File: config.mk
export PLATFORM = sky130hd
export DESIGN_NAME = thermistor_linearize_average_flat
export DESIGN_NICKNAME = d
export VERILOG_FILES = /design/src/rtl/core/tla_pkg.sv /design/src/rtl/core/tla_stream_if.sv /design/src/rtl/core/tla_divider.sv /design/src/rtl/core/thermistor_linearize_average.sv /design/src/flat_wrapper.sv
export SDC_FILE = /design/constraint.sdc
export NUM_CORES = 2
export LEC_CHECK = 0
export ABC_CLOCK_PERIOD_IN_PS = 20000
export BUFFER_PORTS_ARGS = -buffer_cell sky130_fd_sc_hd__buf_4
export CAP_MARGIN = 5
export CORE_ASPECT_RATIO = 1.2
export CORE_MARGIN = 3
export CORE_UTILIZATION = 32
export CTS_CLUSTER_DIAMETER = 60
export DETAILED_ROUTE_END_ITERATION = 16
export GPL_ROUTABILITY_DRIVEN = 0
export PLACE_DENSITY = 0.52
export SYNTH_ARGS = -nofsm -noshare
export SYNTH_HDL_FRONTEND = slang
export SYNTH_SLANG_ARGS = --single-unit
File: constraint.sdc
create_clock -name clk -period 20 [get_ports clk]
set_clock_uncertainty 0.15 [all_clocks]
set_input_delay 2 -clock clk [delete_from_list [all_inputs] [get_ports clk]]
set_output_delay 2 -clock clk [all_outputs]
set_load 0.1 [all_outputs]
File: src/rtl/core/tla_pkg.sv
// Package with shared constants, table and helper functions for the thermistor linearizer.
package tla_pkg;

    localparam int AVG_DEPTH_DEF    = 8;
    localparam int ADC_BITS_DEF     = 12;
    localparam int TABLE_POINTS_DEF = 16;
    localparam int TBL_STORED       = 16;
    localparam int SERIES_W         = 16;
    localparam int RES_W            = 28;
    localparam int TEMP_W           = 11;
    localparam int ADC_W            = 12;
    localparam logic [SERIES_W-1:0] SERIES_RESET = 16'd150;
    localparam logic [RES_W-1:0] RES_MAX = {RES_W{1'b1}};
    localparam int TEMP_MIN = -1024;
    localparam int TEMP_MAX = 1023;
    localparam int DEN_W = 20;
    localparam int QUO_W = 26;

    function automatic logic [11:0] tbl_ohms(input logic [3:0] idx);
        logic [11:0] v;
        unique case (idx)
            4'd0:  v = 12'd3200;
            4'd1:  v = 12'd2150;
            4'd2:  v = 12'd1420;
            4'd3:  v = 12'd895;
            4'd4:  v = 12'd620;
            4'd5:  v = 12'd428;
            4'd6:  v = 12'd304;
            4'd7:  v = 12'd224;
            4'd8:  v = 12'd160;
            4'd9:  v = 12'd124;
            4'd10: v = 12'd95;
            4'd11: v = 12'd73;
            4'd12: v = 12'd59;
            4'd13: v = 12'd45;
            4'd14: v = 12'd37;
            default: v = 12'd30;
        endcase
        return v;
    endfunction

    function automatic logic [8:0] tbl_degf(input logic [3:0] idx);
        return 9'(68 + 18 * int'(idx));
    endfunction

endpackage

File: src/rtl/core/tla_stream_if.sv
// Valid/ready stream interfaces for the input and result channels.
interface tla_in_if;
    logic        valid;
    logic        ready;
    logic [11:0] adc_code;
    modport source (output valid, output adc_code, input ready);
    modport sink (input valid, input adc_code, output ready);
endinterface

interface tla_out_if;
    logic        valid;
    logic        ready;
    logic [10:0] temp_avg_f;
    logic [27:0] res_avg_q8;
    logic [10:0] temp_now_f;
    logic        clipped;
    modport source (output valid, output temp_avg_f, output res_avg_q8, output temp_now_f,
                    output clipped, input ready);
    modport sink (input valid, input temp_avg_f, input res_avg_q8, input temp_now_f,
                  input clipped, output ready);
endinterface

File: src/rtl/core/tla_divider.sv
// Restoring bit-serial unsigned divider, one quotient bit per cycle.
module tla_divider
    import tla_pkg::*;
#(
    parameter int NUM_W = 44,
    parameter int DEN_BITS = 20
)(
    input  logic                clk,
    input  logic                rst_n,
    input  logic                start,
    input  logic [NUM_W-1:0]    numer,
    input  logic [DEN_BITS-1:0] denom,
    output logic                done,
    output logic [NUM_W-1:0]    quot
);
    localparam int CNT_W = $clog2(NUM_W + 1);

    logic [NUM_W-1:0]    q_reg;
    logic [DEN_BITS-1:0] r_reg;
    logic [DEN_BITS-1:0] d_reg;
    logic [CNT_W-1:0]    cnt_reg;
    logic                busy_reg;
    logic                done_reg;
    logic [DEN_BITS:0]   trial;
    logic [DEN_BITS:0]   diff;

    assign trial = {r_reg, q_reg[NUM_W-1]};
    assign diff  = trial - {1'b0, d_reg};

    always_ff @(posedge clk or negedge rst_n)
    begin
        if (!rst_n)
        begin
            busy_reg <= 1'b0;
            done_reg <= 1'b0;
            cnt_reg  <= '0;
        end
        else
        begin
            done_reg <= 1'b0;
            if (start)
            begin
                busy_reg <= 1'b1;
                cnt_reg  <= CNT_W'(NUM_W);
                q_reg    <= numer;
                r_reg    <= '0;
                d_reg    <= denom;
            end
            else if (busy_reg)
            begin
                if (!diff[DEN_BITS])
                begin
                    r_reg <= diff[DEN_BITS-1:0];
                    q_reg <= {q_reg[NUM_W-2:0], 1'b1};
                end
                else
                begin
                    r_reg <= trial[DEN_BITS-1:0];
                    q_reg <= {q_reg[NUM_W-2:0], 1'b0};
                end
                cnt_reg <= cnt_reg - 1'b1;
                if (cnt_reg == CNT_W'(1))
                begin
                    busy_reg <= 1'b0;
                    done_reg <= 1'b1;
                end
            end
        end
    end

    assign done = done_reg;
    assign quot = q_reg;
endmodule

File: src/rtl/core/thermistor_linearize_average.sv
// Top level: divider-based thermistor linearizer with moving averages.
// Each result comes from four 48-step bit-serial divisions (resistance, interpolation,
// two averages) in one shared divider.
// No new sample is accepted until the last result is loaded; a result still held in the output
// register when the next one is ready stalls the block until it is taken.
// Reset: asynchronous active low; clears control state, series_reg to 150, rings unprimed.
module thermistor_linearize_average
    import tla_pkg::*;
#(
    parameter int AVG_DEPTH    = AVG_DEPTH_DEF,
    parameter int TABLE_POINTS = TABLE_POINTS_DEF
)(
    input  logic                clk,
    input  logic                rst_n,
    input  logic                cfg_we,
    input  logic [SERIES_W-1:0] cfg_wdata,
    tla_in_if.sink              in_ch,
    tla_out_if.source           out_ch
);
    localparam int ADC_BITS = ADC_BITS_DEF;
    localparam int NPTS   = (TABLE_POINTS < 2) ? 2 :
                            ((TABLE_POINTS > TBL_STORED) ? TBL_STORED : TABLE_POINTS);
    localparam int POS_W  = (AVG_DEPTH > 1) ? $clog2(AVG_DEPTH) : 1;
    localparam int LOG_D  = $clog2(AVG_DEPTH);
    localparam int TSUM_W = TEMP_W + LOG_D + 2;
    localparam int RSUM_W = RES_W + LOG_D + 1;
    localparam int NUM_W  = 48;
    localparam int DW     = 32;
    localparam logic [3:0] LAST_IDX = 4'(NPTS - 1);
    localparam logic [3:0] SEG_LAST = 4'(NPTS - 2);

    typedef enum logic [3:0] {
        S_IDLE, S_RES_START, S_RES_WAIT, S_SEG, S_MUL, S_TMP_START, S_TMP_WAIT, S_TEMP,
        S_RING, S_AVG_START, S_AVG_WAIT, S_OUT
    } state_t;

    state_t                   state_reg;
    logic [SERIES_W-1:0]      series_reg;
    logic [ADC_BITS-1:0]      code_reg;
    logic [RES_W-1:0]         res_reg;
    logic                     clip_reg;
    logic [3:0]               seg_reg;
    logic signed [NUM_W-1:0]  num_reg;
    logic [DW-1:0]            den_reg;
    logic                     neg_reg;
    logic signed [TEMP_W-1:0] temp_reg;
    logic                     primed_reg;
    logic [POS_W-1:0]         pos_reg;
    logic signed [TSUM_W-1:0] tsum_reg;
    logic [RSUM_W-1:0]        rsum_reg;
    logic [TEMP_W-1:0]        temp_ring [AVG_DEPTH];
    logic [RES_W-1:0]         res_ring [AVG_DEPTH];
    logic                     avg_phase_reg;
    logic [TEMP_W-1:0]        tavg_reg;
    logic [RES_W-1:0]         ravg_reg;
    logic                     out_valid_reg;
    logic [TEMP_W-1:0]        out_tavg_reg;
    logic [RES_W-1:0]         out_ravg_reg;

    logic                     div_start;
    logic [NUM_W-1:0]         div_num;
    logic [DW-1:0]            div_den;
    logic                     div_done;
    logic [NUM_W-1:0]         div_q;

    tla_divider #(.NUM_W(NUM_W), .DEN_BITS(DW)) u_div (
        .clk    (clk),
        .rst_n  (rst_n),
        .start  (div_start),
        .numer  (div_num),
        .denom  (div_den),
        .done   (div_done),
        .quot   (div_q)
    );

    logic [NUM_W-1:0] num_abs;
    logic [NUM_W-1:0] tsum_abs;
    logic [35:0]      r_hi_q8;
    logic [35:0]      r_lo_q8;
    logic signed [NUM_W-1:0] q_signed;
    logic [3:0]       seg_search;
    logic             out_load;

    assign num_abs  = num_reg[NUM_W-1] ? NUM_W'(-num_reg) : NUM_W'(num_reg);
    assign tsum_abs = tsum_reg[TSUM_W-1] ? NUM_W'(-tsum_reg) : NUM_W'(tsum_reg);
    assign r_hi_q8  = {16'd0, tbl_ohms(seg_reg), 8'd0};
    assign r_lo_q8  = {16'd0, tbl_ohms(seg_reg + 4'd1), 8'd0};
    assign q_signed = neg_reg ? -$signed(div_q) : $signed(div_q);
    assign out_load = (state_reg == S_OUT) && (!out_valid_reg || out_ch.ready);

    always_comb
    begin
        seg_search = SEG_LAST;
        for (int i = NPTS - 2; i >= 0; i--)
        begin
            if ({8'd0, res_reg} > {tbl_ohms(4'(i + 1)), 8'd0})
            begin
                seg_search = 4'(i);
            end
        end
        if ({8'd0, res_reg} <= {tbl_ohms(LAST_IDX), 8'd0})
        begin
            seg_search = SEG_LAST;
        end
    end

    always_comb
    begin
        div_start = 1'b0;
        div_num   = '0;
        div_den   = '0;
        unique case (state_reg)
            S_RES_START:
            begin
                div_start = 1'b1;
                div_num   = NUM_W'({code_reg, 8'd0}) * NUM_W'(series_reg);
                div_den   = DW'((1 << ADC_BITS) - int'(code_reg));
            end
            S_TMP_START:
            begin
                div_start = 1'b1;
                div_num   = num_abs;
                div_den   = den_reg;
            end
            S_AVG_START:
            begin
                div_start = 1'b1;
                div_num   = avg_phase_reg ? NUM_W'(rsum_reg) : tsum_abs;
                div_den   = DW'(AVG_DEPTH);
            end
            default:
            begin
            end
        endcase
    end

    logic [NUM_W-1:0] q_keep;
    assign q_keep = div_q;

    always_ff @(posedge clk or negedge rst_n)
    begin
        if (!rst_n)
        begin
            state_reg     <= S_IDLE;
            series_reg    <= SERIES_RESET;
            primed_reg    <= 1'b0;
            pos_reg       <= '0;
            tsum_reg      <= '0;
            rsum_reg      <= '0;
            out_valid_reg <= 1'b0;
            avg_phase_reg <= 1'b0;
        end
        else
        begin
            if (cfg_we)
            begin
                series_reg <= cfg_wdata;
            end
            if (out_load)
            begin
                out_valid_reg <= 1'b1;
            end
            else if (out_valid_reg && out_ch.ready)
            begin
                out_valid_reg <= 1'b0;
            end
            unique case (state_reg)
                S_IDLE:
                begin
                    if (in_ch.valid)
                    begin
                        code_reg  <= in_ch.adc_code[ADC_BITS-1:0];
                        clip_reg  <= 1'b0;
                        state_reg <= S_RES_START;
                    end
                end
                S_RES_START: state_reg <= S_RES_WAIT;
                S_RES_WAIT:
                begin
                    if (div_done)
                    begin
                        if (q_keep > NUM_W'(RES_MAX))
                        begin
                            res_reg  <= RES_MAX;
                            clip_reg <= 1'b1;
                        end
                        else
                        begin
                            res_reg <= q_keep[RES_W-1:0];
                        end
                        state_reg <= S_SEG;
                    end
                end
                S_SEG:
                begin
                    seg_reg   <= seg_search;
                    state_reg <= S_MUL;
                end
                S_MUL:
                begin
                    den_reg <= DW'(r_hi_q8 - r_lo_q8);
                    num_reg <= NUM_W'($signed({1'b0, tbl_degf(seg_reg)})) *
                               $signed(NUM_W'(r_hi_q8 - r_lo_q8)) +
                               NUM_W'($signed(10'(tbl_degf(seg_reg + 4'd1) -
                                                  tbl_degf(seg_reg)))) *
                               ($signed(NUM_W'(r_hi_q8)) - $signed(NUM_W'(res_reg)));
                    state_reg <= S_TMP_START;
                end
                S_TMP_START:
                begin
                    neg_reg   <= num_reg[NUM_W-1];
                    state_reg <= S_TMP_WAIT;
                end
                S_TMP_WAIT:
                begin
                    if (div_done)
                    begin
                        state_reg <= S_TEMP;
                    end
                end
                S_TEMP:
                begin
                    if (q_signed < NUM_W'(TEMP_MIN))
                    begin
                        temp_reg <= TEMP_W'(TEMP_MIN);
                        clip_reg <= 1'b1;
                    end
                    else if (q_signed > NUM_W'(TEMP_MAX))
                    begin
                        temp_reg <= TEMP_W'(TEMP_MAX);
                        clip_reg <= 1'b1;
                    end
                    else
                    begin
                        temp_reg <= TEMP_W'(q_signed);
                    end
                    state_reg <= S_RING;
                end
                S_RING:
                begin
                    if (!primed_reg)
                    begin
                        for (int i = 0; i < AVG_DEPTH; i++)
                        begin
                            temp_ring[i] <= temp_reg;
                            res_ring[i]  <= res_reg;
                        end
                        tsum_reg   <= TSUM_W'(temp_reg) * TSUM_W'(AVG_DEPTH);
                        rsum_reg   <= RSUM_W'(res_reg) * RSUM_W'(AVG_DEPTH);
                        pos_reg    <= '0;
                        primed_reg <= 1'b1;
                    end
                    else
                    begin
                        tsum_reg <= tsum_reg - TSUM_W'($signed(temp_ring[pos_reg]))
                                    + TSUM_W'(temp_reg);
                        rsum_reg <= rsum_reg - RSUM_W'(res_ring[pos_reg]) + RSUM_W'(res_reg);
                        temp_ring[pos_reg] <= temp_reg;
                        res_ring[pos_reg]  <= res_reg;
                        pos_reg <= (int'(pos_reg) == AVG_DEPTH - 1) ? '0 : pos_reg + 1'b1;
                    end
                    avg_phase_reg <= 1'b0;
                    state_reg     <= S_AVG_START;
                end
                S_AVG_START:
                begin
                    neg_reg   <= tsum_reg[TSUM_W-1] & ~avg_phase_reg;
                    state_reg <= S_AVG_WAIT;
                end
                S_AVG_WAIT:
                begin
                    if (div_done)
                    begin
                        if (avg_phase_reg)
                        begin
                            ravg_reg  <= q_keep[RES_W-1:0];
                            state_reg <= S_OUT;
                        end
                        else
                        begin
                            tavg_reg      <= q_signed[TEMP_W-1:0];
                            avg_phase_reg <= 1'b1;
                            state_reg     <= S_AVG_START;
                        end
                    end
                end
                S_OUT:
                begin
                    if (out_load)
                    begin
                        state_reg <= S_IDLE;
                    end
                end
                default: state_reg <= S_IDLE;
            endcase
        end
    end

    logic [TEMP_W-1:0] out_tnow_reg;
    logic              out_clip_reg;

    always_ff @(posedge clk)
    begin
        if (out_load)
        begin
            out_tavg_reg <= tavg_reg;
            out_ravg_reg <= ravg_reg;
            out_tnow_reg <= temp_reg;
            out_clip_reg <= clip_reg;
        end
    end

    assign in_ch.ready       = (state_reg == S_IDLE);
    assign out_ch.valid      = out_valid_reg;
    assign out_ch.temp_avg_f = out_tavg_reg;
    assign out_ch.res_avg_q8 = out_ravg_reg;
    assign out_ch.temp_now_f = out_tnow_reg;
    assign out_ch.clipped    = out_clip_reg;
endmodule

File: src/flat_wrapper.sv
// flat-port wrapper written by rule: the top's interface ports become plain ports
module thermistor_linearize_average_flat import tla_pkg::*;
#(
    parameter int AVG_DEPTH    = AVG_DEPTH_DEF,
    parameter int TABLE_POINTS = TABLE_POINTS_DEF
)
  (clk, rst_n, cfg_we, cfg_wdata, in_ch_valid, in_ch_adc_code, in_ch_ready, out_ch_valid, out_ch_temp_avg_f, out_ch_res_avg_q8, out_ch_temp_now_f, out_ch_clipped, out_ch_ready);
  tla_in_if in_ch_i ();
  tla_out_if out_ch_i ();
  input  logic clk;
  input  logic rst_n;
  input  logic cfg_we;
  input  logic [SERIES_W-1:0] cfg_wdata;
  input wire logic [$bits(in_ch_i.valid)-1:0] in_ch_valid;
  input wire logic [$bits(in_ch_i.adc_code)-1:0] in_ch_adc_code;
  output wire logic [$bits(in_ch_i.ready)-1:0] in_ch_ready;
  output wire logic [$bits(out_ch_i.valid)-1:0] out_ch_valid;
  output wire logic [$bits(out_ch_i.temp_avg_f)-1:0] out_ch_temp_avg_f;
  output wire logic [$bits(out_ch_i.res_avg_q8)-1:0] out_ch_res_avg_q8;
  output wire logic [$bits(out_ch_i.temp_now_f)-1:0] out_ch_temp_now_f;
  output wire logic [$bits(out_ch_i.clipped)-1:0] out_ch_clipped;
  input wire logic [$bits(out_ch_i.ready)-1:0] out_ch_ready;
  assign in_ch_i.valid = in_ch_valid;
  assign in_ch_i.adc_code = in_ch_adc_code;
  assign in_ch_ready = in_ch_i.ready;
  assign out_ch_valid = out_ch_i.valid;
  assign out_ch_temp_avg_f = out_ch_i.temp_avg_f;
  assign out_ch_res_avg_q8 = out_ch_i.res_avg_q8;
  assign out_ch_temp_now_f = out_ch_i.temp_now_f;
  assign out_ch_clipped = out_ch_i.clipped;
  assign out_ch_i.ready = out_ch_ready;
  thermistor_linearize_average #(.AVG_DEPTH(AVG_DEPTH), .TABLE_POINTS(TABLE_POINTS)) u_core (.clk(clk), .rst_n(rst_n), .cfg_we(cfg_we), .cfg_wdata(cfg_wdata), .in_ch(in_ch_i), .out_ch(out_ch_i));
endmodule
* Yosys cells after proc, flatten, opt, wreduce, memory -nomap -nowiden
Memory sizes are Yosys's and may differ from the RTL's.
Index checks and enable logic that the tools add are counted.
** Cells by class
- Add/subtract/negate cells :: 19
- Multipliers :: 5
- $lt $le $gt $ge :: 18
- Eq/ne operators :: 20
- Muxes and demuxes :: 69
- Bitwise operators :: 2
- Reductions and logical operators :: 29
** Operators with widths (number)
- 48-bit 2-to-1 mux :: 6
- 48-bit one-hot mux with 3 select lines :: 1
- 32-bit 2-to-1 mux :: 3
- 48-bit negator :: 2
- 32-bit one-hot mux with 3 select lines :: 1
- 28-bit by 14-bit > comparator with 1-bit output (second input constant) :: 3
- 28-bit by 15-bit > comparator with 1-bit output (second input constant) :: 3
- 4-bit 2-to-1 mux :: 18
- 28-bit by 16-bit > comparator with 1-bit output (second input constant) :: 2
- 28-bit by 17-bit > comparator with 1-bit output (second input constant) :: 2
- 28-bit by 18-bit > comparator with 1-bit output (second input constant) :: 2
- 48-bit adder :: 1
- 48-bit by 11-bit > comparator with 1-bit output (second input constant) :: 1
- 48-bit by 28-bit > comparator with 1-bit output (second input constant) :: 1
- 48-bit by 11-bit less-than comparator with 1-bit output (second input constant) :: 1
- 10-bit by 48-bit multiplier with 48-bit output :: 1
- 16-bit negator with 48-bit output :: 1
- 4-bit one-hot mux with 12 select lines :: 1
- 20-bit by 20-bit subtractor with 21-bit output :: 2
- 10-bit by 29-bit multiplier with 39-bit output :: 1
- 33-bit by 32-bit subtractor with 33-bit output :: 1
- 32-bit by 28-bit adder with 32-bit output :: 1
- 32-bit by 28-bit subtractor with 32-bit output :: 1
- 20-bit by 28-bit subtractor with 29-bit output :: 1
- other kinds (48) :: 105
** Storage, ports and cells
- Flip-flop bits (word level) :: 421
- Bits in writable memories :: 312
- Bits in read-only memories :: 384
- Output and inout port bits :: 53
- Logic and storage cells :: 195
- Memories :: 4
** Memory list
- u_core.res_ring :: words 8, width 28, read ports 1, clocked after Yosys merged registers in 0, wr ports 8, line thermistor_linearize_average.sv:52 : logic [RES_W-1:0] res_ring [AVG_DEPTH];
- (no name shown) :: words 16, width 12, read ports 1, clocked after Yosys merged registers in 0, wr ports 0, line tla_pkg.sv:21 : unique case (idx)
- (no name shown) :: words 16, width 12, read ports 1, clocked after Yosys merged registers in 0, wr ports 0, line tla_pkg.sv:21
- u_core.temp_ring :: words 8, width 11, read ports 1, clocked after Yosys merged registers in 0, wr ports 8, line thermistor_linearize_average.sv:51 : logic [TEMP_W-1:0] temp_ring [AVG_DEPTH];

* Logic depth before layout (Yosys ltp)
- Depth after elaboration :: 15
- Depth in mapped cells :: 54
- Depth with buffers taken out :: 51

* Cells and area by module
Synthesis repeated with hierarchy kept, for this count alone.
** Second synthesis, totals
- Cells, all modules :: 5453
- Area total of the unflattened synthesis :: 56920.8 um^2
** By module, submodules not included
- thermistor_linearize_average :: times used 1, cells an instance 4802, area each 49671.4 um^2, seq. area each 17201.5 um^2
- tla_divider :: times used 1, cells an instance 651, area each 7249.5 um^2, seq. area each 3563.4 um^2

* Worst setup path before layout
No wires, ideal clock.
- Kind :: flip-flop to flip-flop
- Start :: reg u_core.seg_reg[1]
- End :: reg u_core.num_reg[40] (data pin)
- Data arrival time :: 12.858 ns
- Path slack :: 6.731 ns
- Cell stages (with the launch flop) :: 51
- Cell sequence :: edfxtp_1 > clkbuf_1 > clkinv_1 > clkbuf_1 > ha_1 > clkbuf_1 > clkbuf_1 > inv_1 > ha_1 > ha_1 > a21oi_1 > o21bai_1 > a21oi_1 > o21bai_1 > a21oi_1 > xor2_1 > clkbuf_1 > nor2_1 > [... 15 more ...] > xnor2_1 > ha_1 > inv_1 > fa_1 > fa_1 > inv_1 > ha_1 > and4_1 > a2111oi_0 > o21a_1 > o21ai_0 > a41o_1 > o41a_1 > a311o_1 > a41o_1 > o21ai_0 > nand2b_1 > xor2_1
** On the way
- Word-level cells in the longest chain between the ends :: 6
** RTL lines
- start: declaration :: line thermistor_linearize_average.sv:42 : logic [3:0] seg_reg;
- start signal: assignment :: line thermistor_linearize_average.sv:196 : seg_reg <= seg_search;
- 4-bit by 1-bit adder with 4-bit output :: line thermistor_linearize_average.sv:87, thermistor_linearize_average.sv:204
- 4-bit by 4-bit multiplier with 8-bit output :: line tla_pkg.sv:43 : return 9'(68 + 18 * int'(idx));
- 8-bit by 9-bit adder with 9-bit output :: line tla_pkg.sv:43
- 9-bit by 9-bit subtractor with 10-bit output :: line thermistor_linearize_average.sv:204 : NUM_W'($signed(10'(tbl_degf(seg_reg + 4'd1) -
- 10-bit by 29-bit multiplier with 39-bit output :: line thermistor_linearize_average.sv:205 : tbl_degf(seg_reg)))) *
- 48-bit adder * :: line thermistor_linearize_average.sv:203 : $signed(NUM_W'(r_hi_q8 - r_lo_q8)) +
- end signal: assignment :: line thermistor_linearize_average.sv:202 : num_reg <= NUM_W'($signed({1'b0, tbl_degf(seg_reg)})) *
- end: declaration :: line thermistor_linearize_average.sv:43 : logic signed [NUM_W-1:0] num_reg;
Mark *: on every way between the ends. The rest lies on a longest branch, timed or not.
A chain may end at the register's enable or synchronous reset.

* Worst setup path after layout
Same ends and word-level chain as after synthesis.

==> results.json <==
{
  "p_leak_uw": 0.0265,
  "regMostFlops": "u_core.res_ring",
  "synth_top_family_by_area": "adder cells",
  "vias": 41200,
  "wl_per_cell_um": 20.3,
  "grt_setup_unrepaired": "no",
  "cts-root-buf": "clkbuf_16",
  "setup_tns_ns": 0,
  "cp_max_fo": 20,
  "ys_types": 93,
  "grt_pass1_wl_um": 254000,
  "vias_per_cell": 5.16,
  "crit_path_end_kind": "register",
  "final_util_pct": 35.6,
  "cp_slowest_cell": "ha_1",
  "core_area_um2": 177000,
  "stdcell_count": 7985,
  "fmax_mhz": 64.8,
  "critical_path_class": "register to register",
  "synthXorXnorAreaFrac_pct": 4.76,
  "cts.sinks": 702,
  "synth-async-reset-ratio_pct": 11.7,
  "synth-main-ff-cell": "edfxtp_1",
  "fill_cells": 17600,
  "synth_adder_area_share_pct": 26.3,
  "grt_max_degree": 87,
  "irDropWorstVdd_mv": 0.0901,
  "cp.required_ns": 20.26,
  "register_area_um2": 20700,
  "grt_antenna_before_repair": 5,
  "p_sw_uw": 1230,
  "final_max_slew_viol_count": 0,
  "worstSkewPairLatency_ns": 0.67,
  "grt_pass1_vias": 42100,
  "drv_cap": 0,
  "drt_wl_total_um": 162000,
  "crit_arrival_ns": 15.69,
  "worst_pin_slew_ns": 1.30,
  "io_buffers": 85,
  "die_h_um": 469,
  "start_kind": "register",
  "setup_viol": 0,
  "status": "finished, final reports clean",
  "cts_buffer_depth": 3,
  "cts_resized": 0,
  "postCtsHoldBufs": 0,
  "p_clk_share_pct": 35.0,
  "largest_register_ffs": 224,
  "drc": 0,
  "dp.final_hpwl_um": 122000,
  "cts_max_level": 3,
  "netlist_instances": 5618,
  "num-nets-final": 6543,
  "cts_buffers": 71,
  "post_cts_buffers": 0,
  "slowest_delay_ns": 0.91,
  "start_util_pct": 32.3,
  "power_density_nw_per_um2": 63.6,
  "die_area_um2": 184000,
  "synth_edf_count": 620,
  "postRouteAntennaNets": 0,
  "pin_count": 86,
  "layout-drive-gt1-share_pct": 7.03,
  "synth.avg_cell_area_um2": 10.2,
  "post_synth_mux_area_share_pct": 1.36,
  "cts_tree": "yes",
  "die_x_um": 392,
  "multi_input_area_um2": 32700,
  "synthesis.nets": 6544,
  "hold_viol": 0,
  "finalCritPeriodShare_pct": 77.1,
  "worstHoldPathType": "register to register",
  "synth_simple_gate_area_share_pct": 12.2,
  "place_area_um2": 60700,
  "p_int_uw": 2790,
  "drtIter0Drc": 3114,
  "synth_compound_area_share_pct": 12.1,
  "syn_area_um2": 57300,
  "first_pass_iters": 6,
  "final_cell_area_um2": 63100,
  "period_needed_ns": 15.43,
  "area_delta_synth_final_pct": 10.3,
  "dp.cells": 7851,
  "whs_ns": 0.267,
  "slew_headroom_pct": 12.9,
  "rows": 169,
  "yosysWarnings": 0,
  "switching_share_pct": 30.5,
  "overflow": 0,
  "grt_usage_pct": 17.7,
  "pwr-share-seq_pct": 40.7,
  "ys_ff_latch": 702,
  "clk_pin_slew_ns": 0.07,
  "p_comb_share_pct": 24.3,
  "yosysSeqAreaShare_pct": 36.1
}
==> power groups by stage <==
| stage | clock, uW | combinational [uW] | sequential, uW |
|---|---|---|---|
| global placement | 0 | 991 | 1670 |
| finish | 1410 | 975 | 1640 |
| global route | 1490 | 1090 | 1640 |
| floorplan | 0 | 704 | 1640 |
| detailed placement | 0 | 999 | 1670 |
| CTS | 1440 | 1010 | 1630 |
==> cells in the final DEF, fill, tap and decap left out, types with 34 or more instances in the layout <==
cell	Yosys	routed
or2_2	46	46
a22oi_1	166	166
mux2i_1	54	54
nor3_1	68	62
buf_4	0	161
o31ai_1	41	41
nor2b_1	36	36
nand2b_1	54	54
a21o_1	65	65
nand2_1	477	476
edfxtp_1	620	620
inv_1	853	853
nand3_1	68	68
xor2_1	101	100
dfrtp_1	78	76
nor2_1	439	431
clkbuf_16	0	72
a211oi_1	46	45
fa_1	515	515
or3_1	35	34
o21ai_0	258	258
xnor2_1	210	203
nand4_1	64	64
a21oi_1	227	224
ha_1	378	378
and2_1	73	73
==> cell families after synthesis <==
| family | after synthesis |
|---|---|
| AND/OR/NAND/NOR | 1487 |
| buffers and inverters | 1096 |
| AO/OA/AOI/OAI | 1054 |
| adder cells (fa/ha/maj) | 893 |
| flip-flops | 702 |
| XOR/XNOR | 311 |
| multiplexers | 75 |
==> metal layers <==
metal  vias up  track usage, %  wire, um  share of wire (%)
li1      19100               -         -                  -
met5         -               0        13             0.0080
met2      1124            30.6     80400                 50
met3       239            1.82      7700                4.7
met4         2            6.23      5660                3.5
met1     20800            22.9     68600                 42
==> cell type report <==
| type | count | area share (%) |
|---|---|---|
| Inverter | 859 | 5.11 |
| Sequential cell | 702 | 32.8 |
| Tap cell | 2308 | 4.57 |
| Timing Repair Buffer | 163 | 1.95 |
| Clock inverter | 49 | 0.955 |
| Multi-Input combinational cell | 3820 | 51.7 |
| Clock buffer | 83 | 2.92 |
| Antenna cell | 1 | 0.00396 |
==> worst max-delay path: cells and delay by family (launching register included) <==
| family | cells | cell delay, ns |
|---|---|---|
| xor gates and xnor gates | 3 | 0.89 |
| AOI/OAI and AO/OA | 19 | 4.87 |
| adders and majority gates | 13 | 6.07 |
| buffers and inverters | 9 | 1.74 |
| DFF | 1 | 0.80 |
| and+or+nand+nor | 4 | 0.62 |
==> Yosys cell counts, drive strengths merged, types with 47 or more instances <==
| cell | number | area [um^2] |
|---|---|---|
| a211oi | 47 | 358 |
| a21o | 65 | 488 |
| a21oi | 227 | 1140 |
| a22oi | 166 | 1250 |
| and2 | 74 | 463 |
| clkbuf | 219 | 822 |
| dfrtp | 78 | 1950 |
| edfxtp | 620 | 18600 |
| fa | 515 | 10300 |
| ha | 378 | 4730 |
| inv | 854 | 3210 |
| mux2i | 54 | 541 |
| nand2 | 478 | 1800 |
| nand2b | 54 | 338 |
| nand3 | 68 | 340 |
| nand4 | 65 | 422 |
| nor2 | 440 | 1650 |
| nor3 | 70 | 367 |
| o21ai | 262 | 1310 |
| or2 | 48 | 300 |
| xnor2 | 210 | 1840 |
| xor2 | 101 | 885 |
==> metrics by stage <==
step / total power, uW / setup slack [ns]
after floorplan: 2340 / 6.73
after global placement: 2660 / 4.94
after detailed placement: 2660 / 4.70
after CTS: 4080 / 4.67
after global routing: 4220 / 3.69
final: 4020 / 4.57
==> path summary, 6_finish.rpt <==
check                                                start  cells after the start                                      to  slack (ns)
min reg2reg                  u_core.ravg_reg[20]$_DFFE_PP_                      0  u_core.out_ch.res_avg_q8[20]$_DFFE_PP_        0.27
max in group asynchronous                            rst_n                      2         u_core.out_ch.valid$_DFFE_PN0P_       17.54
max reg2reg                u_core.seg_reg[1]$_SDFFCE_PP1P_                     48            u_core.num_reg[40]$_DFFE_PP_        4.57
min in group asynchronous                            rst_n                      1         u_core.u_div.busy_reg$_DFF_PN0_        1.11
min                          u_core.ravg_reg[20]$_DFFE_PP_                      0  u_core.out_ch.res_avg_q8[20]$_DFFE_PP_        0.27
max                        u_core.seg_reg[1]$_SDFFCE_PP1P_                     48            u_core.num_reg[40]$_DFFE_PP_        4.57
Power figures use the tool's default switching activity.
